$ cat config.mk
export PLATFORM = sky130hd
export DESIGN_NAME = morse_keyer_encoder_flat
export DESIGN_NICKNAME = d
export VERILOG_FILES = /design/src/rtl/mke_pkg.sv /design/src/rtl/mke_char_if.sv /design/src/rtl/mke_elem_if.sv /design/src/rtl/mke_sequencer.sv /design/src/rtl/mke_datapath.sv /design/src/rtl/morse_keyer_encoder.sv /design/src/flat_wrapper.sv
export SDC_FILE = /design/constraint.sdc
export NUM_CORES = 1
export LEC_CHECK = 0
export ABC_AREA = 1
export BUFFER_PORTS_ARGS = -buffer_cell sky130_fd_sc_hd__buf_2
export CORE_UTILIZATION = 60
export CTS_BUF_LIST = sky130_fd_sc_hd__clkbuf_8
export DETAILED_ROUTE_END_ITERATION = 12
export HOLD_SLACK_MARGIN = 0.03
export PLACE_DENSITY_LB_ADDON = 0.08
export SLEW_MARGIN = 5
export SYNTH_ARGS = -nofsm -noshare
export SYNTH_HDL_FRONTEND = slang
export SYNTH_SLANG_ARGS = --single-unit
$ cat constraint.sdc
create_clock -name clk_i -period 3.3 [get_ports clk_i]
set_input_delay 0 -clock clk_i [delete_from_list [all_inputs] [get_ports clk_i]]
set_output_delay 0 -clock clk_i [all_outputs]
set_load 0.02 [all_outputs]
$ cat src/rtl/mke_pkg.sv
package mke_pkg;

  localparam int unsigned CharW = 8;
  localparam int unsigned UnitW = 10;
  localparam int unsigned DurW = 13;
  localparam int unsigned PatW = 7;
  localparam int unsigned LenW = 3;
  localparam int unsigned StepW = 3;

  localparam logic [UnitW-1:0] UnitReset = UnitW'(60);
  localparam logic [CharW-1:0] CharSpace = 8'h20;

  typedef enum logic [2:0] {
    EL_DOT        = 3'd0,
    EL_DASH       = 3'd1,
    EL_GAP_IN     = 3'd2,
    EL_GAP_LETTER = 3'd3,
    EL_GAP_WORD   = 3'd4
  } element_e;

  typedef enum logic [1:0] {
    COND_NONE     = 2'd0,
    COND_DISPATCH = 2'd1,
    COND_MORE     = 2'd2
  } cond_e;

  typedef struct packed {
    logic             load;
    logic             emit;
    logic             mark_sel;
    element_e         element;
    logic             last;
    logic             shift;
    cond_e            cond;
    logic [StepW-1:0] next;
    logic [StepW-1:0] alt;
  } ucode_t;

  typedef struct packed {
    logic accept;
    logic is_space;
    logic is_known;
    logic more;
    logic out_free;
  } status_t;

  typedef struct packed {
    logic            known;
    logic [LenW-1:0] len;
    logic [PatW-1:0] pattern;
  } code_t;

  // The pattern is left aligned in reading order, a one bit is a dash.
  function automatic code_t code_lookup(input logic [CharW-1:0] ch);
    code_t c;
    c = '{known: 1'b1, len: '0, pattern: '0};
    case (ch)
      8'h41: begin c.len = 3'd2; c.pattern = 7'b0100000; end
      8'h42: begin c.len = 3'd4; c.pattern = 7'b1000000; end
      8'h43: begin c.len = 3'd4; c.pattern = 7'b1010000; end
      8'h44: begin c.len = 3'd3; c.pattern = 7'b1000000; end
      8'h45: begin c.len = 3'd1; c.pattern = 7'b0000000; end
      8'h46: begin c.len = 3'd4; c.pattern = 7'b0010000; end
      8'h47: begin c.len = 3'd3; c.pattern = 7'b1100000; end
      8'h48: begin c.len = 3'd4; c.pattern = 7'b0000000; end
      8'h49: begin c.len = 3'd2; c.pattern = 7'b0000000; end
      8'h4A: begin c.len = 3'd4; c.pattern = 7'b0111000; end
      8'h4B: begin c.len = 3'd3; c.pattern = 7'b1010000; end
      8'h4C: begin c.len = 3'd4; c.pattern = 7'b0100000; end
      8'h4D: begin c.len = 3'd2; c.pattern = 7'b1100000; end
      8'h4E: begin c.len = 3'd2; c.pattern = 7'b1000000; end
      8'h4F: begin c.len = 3'd3; c.pattern = 7'b1110000; end
      8'h50: begin c.len = 3'd4; c.pattern = 7'b0110000; end
      8'h51: begin c.len = 3'd4; c.pattern = 7'b1101000; end
      8'h52: begin c.len = 3'd3; c.pattern = 7'b0100000; end
      8'h53: begin c.len = 3'd3; c.pattern = 7'b0000000; end
      8'h54: begin c.len = 3'd1; c.pattern = 7'b1000000; end
      8'h55: begin c.len = 3'd3; c.pattern = 7'b0010000; end
      8'h56: begin c.len = 3'd4; c.pattern = 7'b0001000; end
      8'h57: begin c.len = 3'd3; c.pattern = 7'b0110000; end
      8'h58: begin c.len = 3'd4; c.pattern = 7'b1001000; end
      8'h59: begin c.len = 3'd4; c.pattern = 7'b1011000; end
      8'h5A: begin c.len = 3'd4; c.pattern = 7'b1100000; end
      8'h31: begin c.len = 3'd5; c.pattern = 7'b0111100; end
      8'h32: begin c.len = 3'd5; c.pattern = 7'b0011100; end
      8'h33: begin c.len = 3'd5; c.pattern = 7'b0001100; end
      8'h34: begin c.len = 3'd5; c.pattern = 7'b0000100; end
      8'h35: begin c.len = 3'd5; c.pattern = 7'b0000000; end
      8'h36: begin c.len = 3'd5; c.pattern = 7'b1000000; end
      8'h37: begin c.len = 3'd5; c.pattern = 7'b1100000; end
      8'h38: begin c.len = 3'd5; c.pattern = 7'b1110000; end
      8'h39: begin c.len = 3'd5; c.pattern = 7'b1111000; end
      8'h30: begin c.len = 3'd5; c.pattern = 7'b1111100; end
      8'h2E: begin c.len = 3'd6; c.pattern = 7'b0101010; end
      8'h2C: begin c.len = 3'd6; c.pattern = 7'b1100110; end
      8'h3F: begin c.len = 3'd6; c.pattern = 7'b0011000; end
      8'h21: begin c.len = 3'd6; c.pattern = 7'b1010110; end
      8'h2F: begin c.len = 3'd5; c.pattern = 7'b1001000; end
      8'h28: begin c.len = 3'd5; c.pattern = 7'b1011000; end
      8'h29: begin c.len = 3'd6; c.pattern = 7'b1011010; end
      8'h27: begin c.len = 3'd6; c.pattern = 7'b0111100; end
      8'h26: begin c.len = 3'd5; c.pattern = 7'b0100000; end
      8'h3A: begin c.len = 3'd6; c.pattern = 7'b1110000; end
      8'h3B: begin c.len = 3'd6; c.pattern = 7'b1010100; end
      8'h3D: begin c.len = 3'd5; c.pattern = 7'b1000100; end
      8'h2B: begin c.len = 3'd5; c.pattern = 7'b0101000; end
      8'h2D: begin c.len = 3'd6; c.pattern = 7'b1000010; end
      8'h5F: begin c.len = 3'd6; c.pattern = 7'b0011010; end
      8'h22: begin c.len = 3'd6; c.pattern = 7'b0100100; end
      8'h24: begin c.len = 3'd7; c.pattern = 7'b0001001; end
      8'h40: begin c.len = 3'd6; c.pattern = 7'b0110100; end
      default: begin c.known = 1'b0; end
    endcase
    return c;
  endfunction

endpackage

$ cat src/rtl/mke_char_if.sv
interface mke_char_if;
  logic                         valid;
  logic                         ready;
  logic [mke_pkg::CharW-1:0]    character;

  modport source(output valid, output character, input ready);
  modport sink(input valid, input character, output ready);
endinterface

$ cat src/rtl/mke_elem_if.sv
interface mke_elem_if;
  logic                       valid;
  logic                       ready;
  logic [2:0]                 element;
  logic                       tone_on;
  logic [mke_pkg::DurW-1:0]   duration_ms;
  logic                       last;

  modport source(output valid, output element, output tone_on, output duration_ms,
                 output last, input ready);
  modport sink(input valid, input element, input tone_on, input duration_ms,
               input last, output ready);
endinterface

$ cat src/rtl/mke_sequencer.sv
module mke_sequencer (
  input  logic             clk_i,
  input  logic             rst_ni,
  input  mke_pkg::status_t status_i,
  output mke_pkg::ucode_t  ucode_o
);

  localparam logic [mke_pkg::StepW-1:0] StepIdle   = 3'd0;
  localparam logic [mke_pkg::StepW-1:0] StepMark   = 3'd1;
  localparam logic [mke_pkg::StepW-1:0] StepGap    = 3'd2;
  localparam logic [mke_pkg::StepW-1:0] StepLetter = 3'd3;
  localparam logic [mke_pkg::StepW-1:0] StepWord   = 3'd4;
  localparam int unsigned ProgDepth = 2 ** mke_pkg::StepW;

  localparam mke_pkg::ucode_t UcIdle = '{
    load: 1'b1, emit: 1'b0, mark_sel: 1'b0, element: mke_pkg::EL_DOT, last: 1'b0,
    shift: 1'b0, cond: mke_pkg::COND_DISPATCH, next: StepIdle, alt: StepIdle};
  localparam mke_pkg::ucode_t UcMark = '{
    load: 1'b0, emit: 1'b1, mark_sel: 1'b1, element: mke_pkg::EL_DOT, last: 1'b0,
    shift: 1'b1, cond: mke_pkg::COND_MORE, next: StepGap, alt: StepLetter};
  localparam mke_pkg::ucode_t UcGap = '{
    load: 1'b0, emit: 1'b1, mark_sel: 1'b0, element: mke_pkg::EL_GAP_IN, last: 1'b0,
    shift: 1'b0, cond: mke_pkg::COND_NONE, next: StepMark, alt: StepMark};
  localparam mke_pkg::ucode_t UcLetter = '{
    load: 1'b0, emit: 1'b1, mark_sel: 1'b0, element: mke_pkg::EL_GAP_LETTER,
    last: 1'b1, shift: 1'b0, cond: mke_pkg::COND_NONE, next: StepIdle, alt: StepIdle};
  localparam mke_pkg::ucode_t UcWord = '{
    load: 1'b0, emit: 1'b1, mark_sel: 1'b0, element: mke_pkg::EL_GAP_WORD,
    last: 1'b1, shift: 1'b0, cond: mke_pkg::COND_NONE, next: StepIdle, alt: StepIdle};
  localparam mke_pkg::ucode_t UcSpare = '{
    load: 1'b0, emit: 1'b0, mark_sel: 1'b0, element: mke_pkg::EL_DOT, last: 1'b0,
    shift: 1'b0, cond: mke_pkg::COND_NONE, next: StepIdle, alt: StepIdle};

  localparam mke_pkg::ucode_t Program [ProgDepth] = '{
    UcIdle, UcMark, UcGap, UcLetter, UcWord, UcSpare, UcSpare, UcSpare};

  logic [mke_pkg::StepW-1:0] step_q, step_d;
  mke_pkg::ucode_t           uc;
  logic                      advance;

  assign uc      = Program[step_q];
  assign ucode_o = uc;
  assign advance = !(uc.emit && !status_i.out_free);

  always_comb begin
    step_d = step_q;
    if (advance) begin
      case (uc.cond)
        mke_pkg::COND_NONE: begin
          step_d = uc.next;
        end
        mke_pkg::COND_DISPATCH: begin
          if (status_i.accept && status_i.is_space) begin
            step_d = StepWord;
          end else if (status_i.accept && status_i.is_known) begin
            step_d = StepMark;
          end else begin
            step_d = uc.next;
          end
        end
        mke_pkg::COND_MORE: begin
          step_d = status_i.more ? uc.next : uc.alt;
        end
        default: begin
          step_d = StepIdle;
        end
      endcase
    end
  end

  always_ff @(posedge clk_i or negedge rst_ni) begin
    if (!rst_ni) begin
      step_q <= StepIdle;
    end else begin
      step_q <= step_d;
    end
  end

endmodule

$ cat src/rtl/mke_datapath.sv
module mke_datapath (
  input  logic                      clk_i,
  input  logic                      rst_ni,
  input  logic                      cfg_we_i,
  input  logic [mke_pkg::UnitW-1:0] cfg_wdata_i,
  input  mke_pkg::ucode_t           ucode_i,
  output mke_pkg::status_t          status_o,
  mke_char_if.sink                  char_i,
  mke_elem_if.source                elem_o
);

  logic [mke_pkg::UnitW-1:0] unit_q;
  logic [mke_pkg::PatW-1:0]  pat_q;
  logic [mke_pkg::LenW-1:0]  cnt_q;
  logic                      out_valid_q;
  mke_pkg::element_e         elem_q;
  logic                      tone_q;
  logic [mke_pkg::DurW-1:0]  dur_q;
  logic                      last_q;

  mke_pkg::code_t            code;
  mke_pkg::element_e         elem_sel;
  logic [mke_pkg::DurW-1:0]  unit_x1, unit_x3, unit_x7, dur_sel;
  logic                      accept, out_free, fire;

  assign code     = mke_pkg::code_lookup(char_i.character);
  assign accept   = char_i.valid && ucode_i.load;
  assign out_free = !out_valid_q || elem_o.ready;
  assign fire     = ucode_i.emit && out_free;

  assign char_i.ready = ucode_i.load;

  assign status_o.accept   = accept;
  assign status_o.is_space = (char_i.character == mke_pkg::CharSpace);
  assign status_o.is_known = code.known;
  assign status_o.more     = (cnt_q > mke_pkg::LenW'(1));
  assign status_o.out_free = out_free;

  assign elem_sel = ucode_i.mark_sel
                  ? (pat_q[mke_pkg::PatW-1] ? mke_pkg::EL_DASH : mke_pkg::EL_DOT)
                  : ucode_i.element;

  assign unit_x1 = mke_pkg::DurW'(unit_q);
  assign unit_x3 = (unit_x1 << 1) + unit_x1;
  assign unit_x7 = (unit_x1 << 3) - unit_x1;

  always_comb begin
    case (elem_sel)
      mke_pkg::EL_DASH, mke_pkg::EL_GAP_LETTER: dur_sel = unit_x3;
      mke_pkg::EL_GAP_WORD:                     dur_sel = unit_x7;
      default:                                  dur_sel = unit_x1;
    endcase
  end

  always_ff @(posedge clk_i or negedge rst_ni) begin
    if (!rst_ni) begin
      unit_q      <= mke_pkg::UnitReset;
      out_valid_q <= 1'b0;
    end else begin
      if (cfg_we_i) begin
        unit_q <= cfg_wdata_i;
      end
      out_valid_q <= fire || (out_valid_q && !elem_o.ready);
    end
  end

  always_ff @(posedge clk_i) begin
    if (accept) begin
      pat_q <= code.pattern;
      cnt_q <= code.len;
    end else if (fire && ucode_i.shift) begin
      pat_q <= pat_q << 1;
      cnt_q <= cnt_q - mke_pkg::LenW'(1);
    end
    if (fire) begin
      elem_q <= elem_sel;
      tone_q <= (elem_sel == mke_pkg::EL_DOT) || (elem_sel == mke_pkg::EL_DASH);
      dur_q  <= dur_sel;
      last_q <= ucode_i.last;
    end
  end

  assign elem_o.valid       = out_valid_q;
  assign elem_o.element     = elem_q;
  assign elem_o.tone_on     = tone_q;
  assign elem_o.duration_ms = dur_q;
  assign elem_o.last        = last_q;

endmodule

$ cat src/rtl/morse_keyer_encoder.sv
// Requests are taken only in the idle step, which the sequencer reenters after each character,
// and the mark step registers the first element. Marks are keyed with a gap between them and
// a closing letter gap, a space keys a word gap and an unsupported character nothing. Every
// other step emits an element, and within a character one leaves per cycle when not stalled.
// Reset is asynchronous and active low; it returns the unit time to 60 ms and empties the output.
module morse_keyer_encoder (
  input  logic                      clk_i,
  input  logic                      rst_ni,
  input  logic                      cfg_we_i,
  input  logic [mke_pkg::UnitW-1:0] cfg_wdata_i,
  mke_char_if.sink                  char_i,
  mke_elem_if.source                elem_o
);

  mke_pkg::ucode_t  ucode;
  mke_pkg::status_t status;

  mke_sequencer u_seq (
    .clk_i    (clk_i),
    .rst_ni   (rst_ni),
    .status_i (status),
    .ucode_o  (ucode)
  );

  mke_datapath u_dp (
    .clk_i       (clk_i),
    .rst_ni      (rst_ni),
    .cfg_we_i    (cfg_we_i),
    .cfg_wdata_i (cfg_wdata_i),
    .ucode_i     (ucode),
    .status_o    (status),
    .char_i      (char_i),
    .elem_o      (elem_o)
  );

endmodule

$ cat src/flat_wrapper.sv
// flat-port wrapper written by rule: the top's interface ports become plain ports
module morse_keyer_encoder_flat 
  (clk_i, rst_ni, cfg_we_i, cfg_wdata_i, char_i_valid, char_i_character, char_i_ready, elem_o_valid, elem_o_element, elem_o_tone_on, elem_o_duration_ms, elem_o_last, elem_o_ready);
  mke_char_if char_i_i ();
  mke_elem_if elem_o_i ();
  input  logic clk_i;
  input  logic rst_ni;
  input  logic cfg_we_i;
  input  logic [mke_pkg::UnitW-1:0] cfg_wdata_i;
  input wire logic [$bits(char_i_i.valid)-1:0] char_i_valid;
  input wire logic [$bits(char_i_i.character)-1:0] char_i_character;
  output wire logic [$bits(char_i_i.ready)-1:0] char_i_ready;
  output wire logic [$bits(elem_o_i.valid)-1:0] elem_o_valid;
  output wire logic [$bits(elem_o_i.element)-1:0] elem_o_element;
  output wire logic [$bits(elem_o_i.tone_on)-1:0] elem_o_tone_on;
  output wire logic [$bits(elem_o_i.duration_ms)-1:0] elem_o_duration_ms;
  output wire logic [$bits(elem_o_i.last)-1:0] elem_o_last;
  input wire logic [$bits(elem_o_i.ready)-1:0] elem_o_ready;
  assign char_i_i.valid = char_i_valid;
  assign char_i_i.character = char_i_character;
  assign char_i_ready = char_i_i.ready;
  assign elem_o_valid = elem_o_i.valid;
  assign elem_o_element = elem_o_i.element;
  assign elem_o_tone_on = elem_o_i.tone_on;
  assign elem_o_duration_ms = elem_o_i.duration_ms;
  assign elem_o_last = elem_o_i.last;
  assign elem_o_i.ready = elem_o_ready;
  morse_keyer_encoder u_core (.clk_i(clk_i), .rst_ni(rst_ni), .cfg_we_i(cfg_we_i), .cfg_wdata_i(cfg_wdata_i), .char_i(char_i_i), .elem_o(elem_o_i));
endmodule
==> results of run 1 <==
==> worst max-delay path, stage by stage, from the launching register on <==
cell                      delay (ps)
sky130_fd_sc_hd__dfstp_2         570
sky130_fd_sc_hd__inv_1            90
sky130_fd_sc_hd__ha_1            380
sky130_fd_sc_hd__nand3_1          90
sky130_fd_sc_hd__o21ai_0         320
sky130_fd_sc_hd__a31oi_1         180
sky130_fd_sc_hd__o21ai_0         320
sky130_fd_sc_hd__nand2_1         160
sky130_fd_sc_hd__nand3_1         110
sky130_fd_sc_hd__nand2_1          70
sky130_fd_sc_hd__nand3_1          70
sky130_fd_sc_hd__o21ai_0          90
==> metrics by stage <==
step                instances  cell area (µm²)  worst slack (ps)  hold WS [ps]  power (W)
finish                    646             4030               609           104    0.00147
global route              646             4030               511           130    0.00155
CTS                       646             4030               701          83.7    0.00146
detailed placement        626             3830               715         -75.2    0.00113
global placement          626             3830               879         -79.2    0.00110
floorplan                 517             3550               734          -296   0.000992
==> registers in the layout, summed over array words and instances, names as in the netlist <==
name / count
u_core.u_dp.elem_o.valid: 1
u_core.u_dp.unit_q: 10
u_core.u_dp.elem_o.element: 3
u_core.u_seq.step_q: 3
u_core.u_dp.cnt_q: 3
u_core.u_dp.elem_o.tone_on: 1
u_core.u_dp.elem_o.duration_ms: 13
u_core.u_dp.elem_o.last: 1
u_core.u_dp.pat_q: 7
==> repair_timing <==
action,CTS,global route
setup endpoints to repair,0,0
hold buffers,12,0
endpoints found under the hold margin,25,0
==> per-layer routing <==
metal / GRT usage / part of all wire
met1: 0.401 / 0.37
met2: 0.633 / 0.50
met3: 0.0460 / 0.070
met4: 0.233 / 0.052
met5: 0 / 0
==> layout make-up <==
cell class	instances	area [µm²]
Clock inverter	3	17.5
Tap cell	72	90.1
Inverter	63	236
Timing Repair Buffer	55	338
Sequential cell	42	1200
Multi-Input combinational cell	406	2090
Clock buffer	5	68.8
Fill cell	459	1580
==> cell usage in the layout (no fill, tap or decap), types with 2 or more instances in the layout <==
cell and count:
sky130_fd_sc_hd__nand2_1 151, sky130_fd_sc_hd__nor2_1 75, sky130_fd_sc_hd__inv_1 61, sky130_fd_sc_hd__o21ai_0 45
sky130_fd_sc_hd__buf_2 42, sky130_fd_sc_hd__ha_1 28, sky130_fd_sc_hd__edfxtp_1 28, sky130_fd_sc_hd__nand3_1 24
sky130_fd_sc_hd__a21oi_1 24, sky130_fd_sc_hd__dlygate4sd3_1 12, sky130_fd_sc_hd__nor3_1 11, sky130_fd_sc_hd__nand4_1 11
sky130_fd_sc_hd__dfrtp_1 10, sky130_fd_sc_hd__o221ai_1 5, sky130_fd_sc_hd__clkbuf_8 5, sky130_fd_sc_hd__or2_2 4
sky130_fd_sc_hd__xor2_1 4, sky130_fd_sc_hd__nor4_1 4, sky130_fd_sc_hd__dfstp_2 4, sky130_fd_sc_hd__inv_2 3
sky130_fd_sc_hd__o2111ai_1 3, sky130_fd_sc_hd__o211ai_1 2, sky130_fd_sc_hd__o31ai_1 2
==> worst paths after layout <==
path | startpoint | to | slack (ps)
min | cfg_we_i | u_core.u_dp.unit_q[2] | 100
max | u_core.u_dp.unit_q[4] | u_core.u_dp.elem_o.duration_ms[11] | 610
max in group asynchronous | rst_ni | u_core.u_dp.unit_q[5] | 2860
min reg2reg | u_core.u_dp.pat_q[0] | u_core.u_dp.pat_q[1] | 530
min in group asynchronous | rst_ni | u_core.u_dp.unit_q[0] | 140
max reg2reg | u_core.u_dp.unit_q[4] | u_core.u_dp.elem_o.duration_ms[11] | 610
==> cells by family after synthesis <==
kind of cell | Yosys count
buffers and inverters | 69
AND/OR/NAND/NOR | 285
adder cells (fa/ha/maj) | 29
flip-flops | 42
XOR/XNOR | 5
AO/OA/AOI/OAI | 87
==> power groups by stage <==
| stage | logic (W) | clock network (W) | registers [W] |
|---|---|---|---|
| finish | 0.000480 | 0.000324 | 0.000666 |
| global route | 0.000530 | 0.000350 | 0.000672 |
| detailed placement | 0.000455 | 0 | 0.000676 |
| global placement | 0.000427 | 0 | 0.000673 |
| floorplan | 0.000296 | 0 | 0.000697 |
| CTS | 0.000468 | 0.000331 | 0.000665 |
==> results.cfg, run 1 <==
[synth]
synth_enable_flop_cells = 28
post_synth_main_area_contributors = sky130_fd_sc_hd__edfxtp_1 24%, sky130_fd_sc_hd__nand2_1 16%, sky130_fd_sc_hd__ha_1 9.9%
synth_top_family_by_area = simple AND/OR/NAND/NOR gates
yosys.area.top_type_share = 0.237
syn_nets = 569
post_synthesis_compound_gate_area_fraction = 0.138
top_cell_types_by_occurrence_after_synthesis = 151 x sky130_fd_sc_hd__nand2_1, 75 x sky130_fd_sc_hd__nor2_1, 60 x sky130_fd_sc_hd__inv_1
syn-cell-area_mm2 = 0.00355
post_synth_fa_ha_maj_area_fraction = 0.104
yosys_warnings = 0
yosysMostFrequentCell = sky130_fd_sc_hd__nand2_1
async_reset_ff_frac = 0.333
top_ff_cell_synth = sky130_fd_sc_hd__edfxtp_1
syn-mean-instance-area_um2 = 6.86
netlist-cell-type-count = 36
syn-instance-count = 517
library_cell_occupying_the_most_area_in_the_post_synthesis_netlist = sky130_fd_sc_hd__edfxtp_1
synth-seq-area-share = 0.337
postSynthRegisterBits = 42
yosys-mux-area-fraction = 0
post_synth_and_or_nand_nor_area_fraction = 0.333
synthXorXnorAreaFrac = 0.0124

[clocking]
cts_h_tree_depth = 2
clk-insertion-delay-late_ps = 290
clockBufferDepth = 2
cts-root-buf = sky130_fd_sc_hd__clkbuf_8
clk_transition_reported_paths_ps = 80
cts_sinks = 42
cts_repair_resize_count = 0
cts_tree = done
numCtsBuffers = 5
cts_post_setup_buffers_inserted = 0

[floorplan]
design.core.area_mm2 = 0.00561
initial_core_util = 0.632
pin_count = 43
floorplan.die.height_um = 78.9
dieWidth_um = 78.9
die-area_mm2 = 0.00622
row_count = 27

[power]
p_clk_frac = 0.220
cellPowerDensity_mw_per_mm2 = 365
power.combinational.fraction = 0.326
cell_internal_pwr_w = 0.000945
power_switching_share = 0.357
total_leakage_power_nw = 2.05
power.sequential.fraction = 0.453
power.switching_w = 0.000525
power.ir.vdd_worst_mv = 0.248

[placed_design]
dp.final_hpwl_mm = 8.04
gpl.final_weighted_congestion = 0.973
numPortBuffers = 42

[timing]
timing_worst_slew_pin_value_ps = 667
setup_total_negative_slack_ps = 0
final.min_clock_period_ps = 2690
finalHoldViolCount = 0
timing.final.max_slew_violations = 0
finalClockSkew_ps = 4.62
achievable-frequency_ghz = 0.372
setup_viol_count_final = 0
rsz_0062_raised_after_global_routing = false
timing.slew.headroom = 0.554
layout_worst_path_cycle_share = 0.815

[critical_path]
worst_setup_path_end_kind = flop
critPathArrivalTime_ps = 2730
startpoint_types = flop
critical_path_class = reg2reg
r2r.worst_path.cells = 11
wp_data_required_ps = 3340
cp_max_fo = 5

[hold_path]
hold_class = in2reg
hold_depth = 3

[route]
route.detailed.vias_per_inst = 6.00
detailroute.via_count = 3874
route.detailed.drc = 0
drt_iter0_drc = 325
drt_pre_antenna_iters = 5
postRouteWirelength_mm = 10.5
wire_per_inst_um = 16.3
postRouteAntennaNets = 0

[cells_and_area]
antenna_cells_inserted = 0
final_nets = 625
post_route_cells_drive_above_1_share = 0.111
layout-area-overhead-vs-synth_pct = 13.7
fin_util = 0.719

[grt]
grt_pass1_vias = 3867
wire_length_of_the_first_global_routing_pass_mm = 17.4
grt_max_degree = 21
total_routing_usage_reported_by_global_routing = 0.357
grt_overflow_total = 0
number_of_antenna_violations_at_the_first_check_in_global_routing = 0

[run]
max_cap_viols = 0

[status]
outcome = finished clean
Power figures use the tool's default switching activity.
==> run 2: changes to the inputs <==
Settings changed: CORE_UTILIZATION 60 to 55.
Clock period 3.3 ns to 2.3 ns, I/O delays scaled along.
==> run 2 against run 1 <==
Against the previous run: via count increased by 0.34%; routed wire length is 6.3% lower; utilization decreased by 1.8 points; flip-flop and latch count stayed put; clock power rose by 56%; clock skew rose by 1.3 ps; die area is 8.9% higher; sequential power up 42%; critical path type unchanged.
==> results.cfg, run 2 (synthesized netlist as in run 1, its figures left out) <==
[floorplan]
dieWidth_um = 82.3
floorplan.die.height_um = 82.3
design.core.area_mm2 = 0.00606
pin_count = 43
die-area_mm2 = 0.00677
initial_core_util = 0.585
row_count = 28

[grt]
total_routing_usage_reported_by_global_routing = 0.297
grt_max_degree = 21
number_of_antenna_violations_at_the_first_check_in_global_routing = 0
grt_overflow_total = 0
wire_length_of_the_first_global_routing_pass_mm = 15.3
grt_pass1_vias = 3545

[placed_design]
dp.cells = 642
dp.final_hpwl_mm = 7.40
numPortBuffers = 42
gpl.final_weighted_congestion = 1.08
pre_cts_slack_ps = -95.1

[critical_path]
endpoint = u_core.u_dp.elem_o.duration_ms[11]
reg_to_reg_start = u_core.u_dp.unit_q[4]
wp_data_required_ps = 2350
crit_path_cell_trace = inv_1, ha_1, buf_4, a21oi_2, o21ai_2, a31oi_2, o21ai_2, nand2_2, nand4_1, nand3_1, o21ai_0
critPathMaxStageDelay_ps = 560
critical_path_class = reg2reg
cp.depth = 11
timing.critical_path.max_delay_family = compound AO/OA/AOI/OAI gates
startpoint_types = flop
critPathArrivalTime_ps = 2280
worst_setup_path_start = u_core.u_dp.unit_q[4]
worst_setup_path_end_kind = flop
r2r_end = u_core.u_dp.elem_o.duration_ms[11]
cp.buffers_inverters = 2
cp_max_fo = 3
r2r_setup_slack_ps = 70
cpMostUsedCell = sky130_fd_sc_hd__o21ai_2
r2r.worst_path.cells = 11
crit_path_top_delay_cell = sky130_fd_sc_hd__dfstp_2

[cells_and_area]
layout_commonest_cell = sky130_fd_sc_hd__nand2_1
layout-area-overhead-vs-synth_pct = 19.8
final_nets = 643
antenna_cells_inserted = 0
final_cell_mix = 148 x sky130_fd_sc_hd__nand2_1, 74 x sky130_fd_sc_hd__nor2_1, 60 x sky130_fd_sc_hd__inv_1, 42 x sky130_fd_sc_hd__buf_2, 40 x sky130_fd_sc_hd__o21ai_0
finalNonFillerCells = 667
post_route_cells_drive_above_1_share = 0.171
largest_register_ffs = 13

[timing]
timing.final.max_slew_violations = 0
finalClockSkew_ps = 5.96
timing_worst_slew_pin_value_ps = 663
timing.slew.headroom = 0.553
finalHoldViolCount = 0
final.min_clock_period_ps = 2230
layout_worst_path_cycle_share = 0.970
setup_viol_count_final = 0
final.setup.worst_slack_ps = 69.9
achievable-frequency_ghz = 0.448
setup_total_negative_slack_ps = 0

[power]
power.ir.vdd_worst_mv = 0.348
cellPowerDensity_mw_per_mm2 = 519
design_power_total_w = 0.00221
total_leakage_power_nw = 2.14

[hold_path]
hold_class = in2reg

[clocking]
cts_tree = done
cts_sinks = 42
clk_transition_reported_paths_ps = 90
clockBufferDepth = 2
cts_h_tree_depth = 2
cts-root-buf = sky130_fd_sc_hd__clkbuf_8
clk-insertion-delay-late_ps = 300
numCtsBuffers = 5

[route]
drt_iter0_drc = 298
drt_pre_antenna_iters = 6
postRouteWirelength_mm = 9.87
route.detailed.vias_per_inst = 5.83
detailroute.via_count = 3887
wire_per_inst_um = 14.8
route.detailed.drc = 0
postRouteAntennaNets = 0

[run]
max_cap_viols = 0

[status]
outcome = finished clean
==> run 2: metal layers <==
layer | global-route usage | share of wire | up-vias
li1 | - | - | 1871
met1 | 0.343 | 0.39 | 1747
met4 | 0.177 | 0.046 | 0
met5 | 0 | 0 | -
met3 | 0.0560 | 0.088 | 58
met2 | 0.508 | 0.48 | 211
==> run 2: area by class of cell <==
type	count	area [µm²]
Clock buffer	5	68.8
Clock inverter	3	23.8
Fill cell	509	1810
Inverter	63	236
Multi-Input combinational cell	406	2160
Sequential cell	42	1200
Tap cell	75	93.8
Timing Repair Buffer	73	473
==> run 2: worst register-to-register path: stages (launching register included) <==
cell and delay [ps]:
sky130_fd_sc_hd__dfstp_2 560, sky130_fd_sc_hd__inv_1 60, sky130_fd_sc_hd__ha_1 300, sky130_fd_sc_hd__buf_4 150, sky130_fd_sc_hd__a21oi_2 130, sky130_fd_sc_hd__o21ai_2 100, sky130_fd_sc_hd__a31oi_2 250, sky130_fd_sc_hd__o21ai_2 90
sky130_fd_sc_hd__nand2_2 100, sky130_fd_sc_hd__nand4_1 80, sky130_fd_sc_hd__nand3_1 90, sky130_fd_sc_hd__o21ai_0 90
==> run 2: what timing repair did <==
| action | in CTS | in global routing |
|---|---|---|
| pin swaps | 0 | 8 |
| setup buffers | 0 | 5 |
| endpoints found under the setup margin | 3 | 6 |
| hold buffers | 12 | 0 |
| gates resized for setup | 4 | 19 |
| endpoints found under the hold margin | 25 | 0 |
==> run 2: through the flow <==
step	utilization	instance area, µm²	hold slack [ps]
global placement	0.648	3930	-81.4
global route	0.701	4250	101
floorplan	-	3550	-296
finish	0.701	4250	56.5
CTS	0.685	4150	53.4
detailed placement	0.648	3930	-79.6
==> run 2: how the worst min path moves through the flow <==
stage,from,end,slack (ps),cells after the start
detailed placement,rst_ni,u_core.u_dp.unit_q[9],-80,1
floorplan,rst_ni,u_core.u_dp.elem_o.valid,-300,0
finish,cfg_we_i,u_core.u_dp.unit_q[5],60,3
global placement,rst_ni,u_core.u_dp.unit_q[9],-80,1
CTS,cfg_we_i,u_core.u_dp.unit_q[5],50,3
global route,cfg_we_i,u_core.u_dp.unit_q[2],100,3
==> run 2: where the power goes <==
part	internal, W	switching (W)	total (W)
clock network	0.000217	0.000287	0.000504
registers	0.000910	0.0000386	0.000949
logic	0.000286	0.000467	0.000753
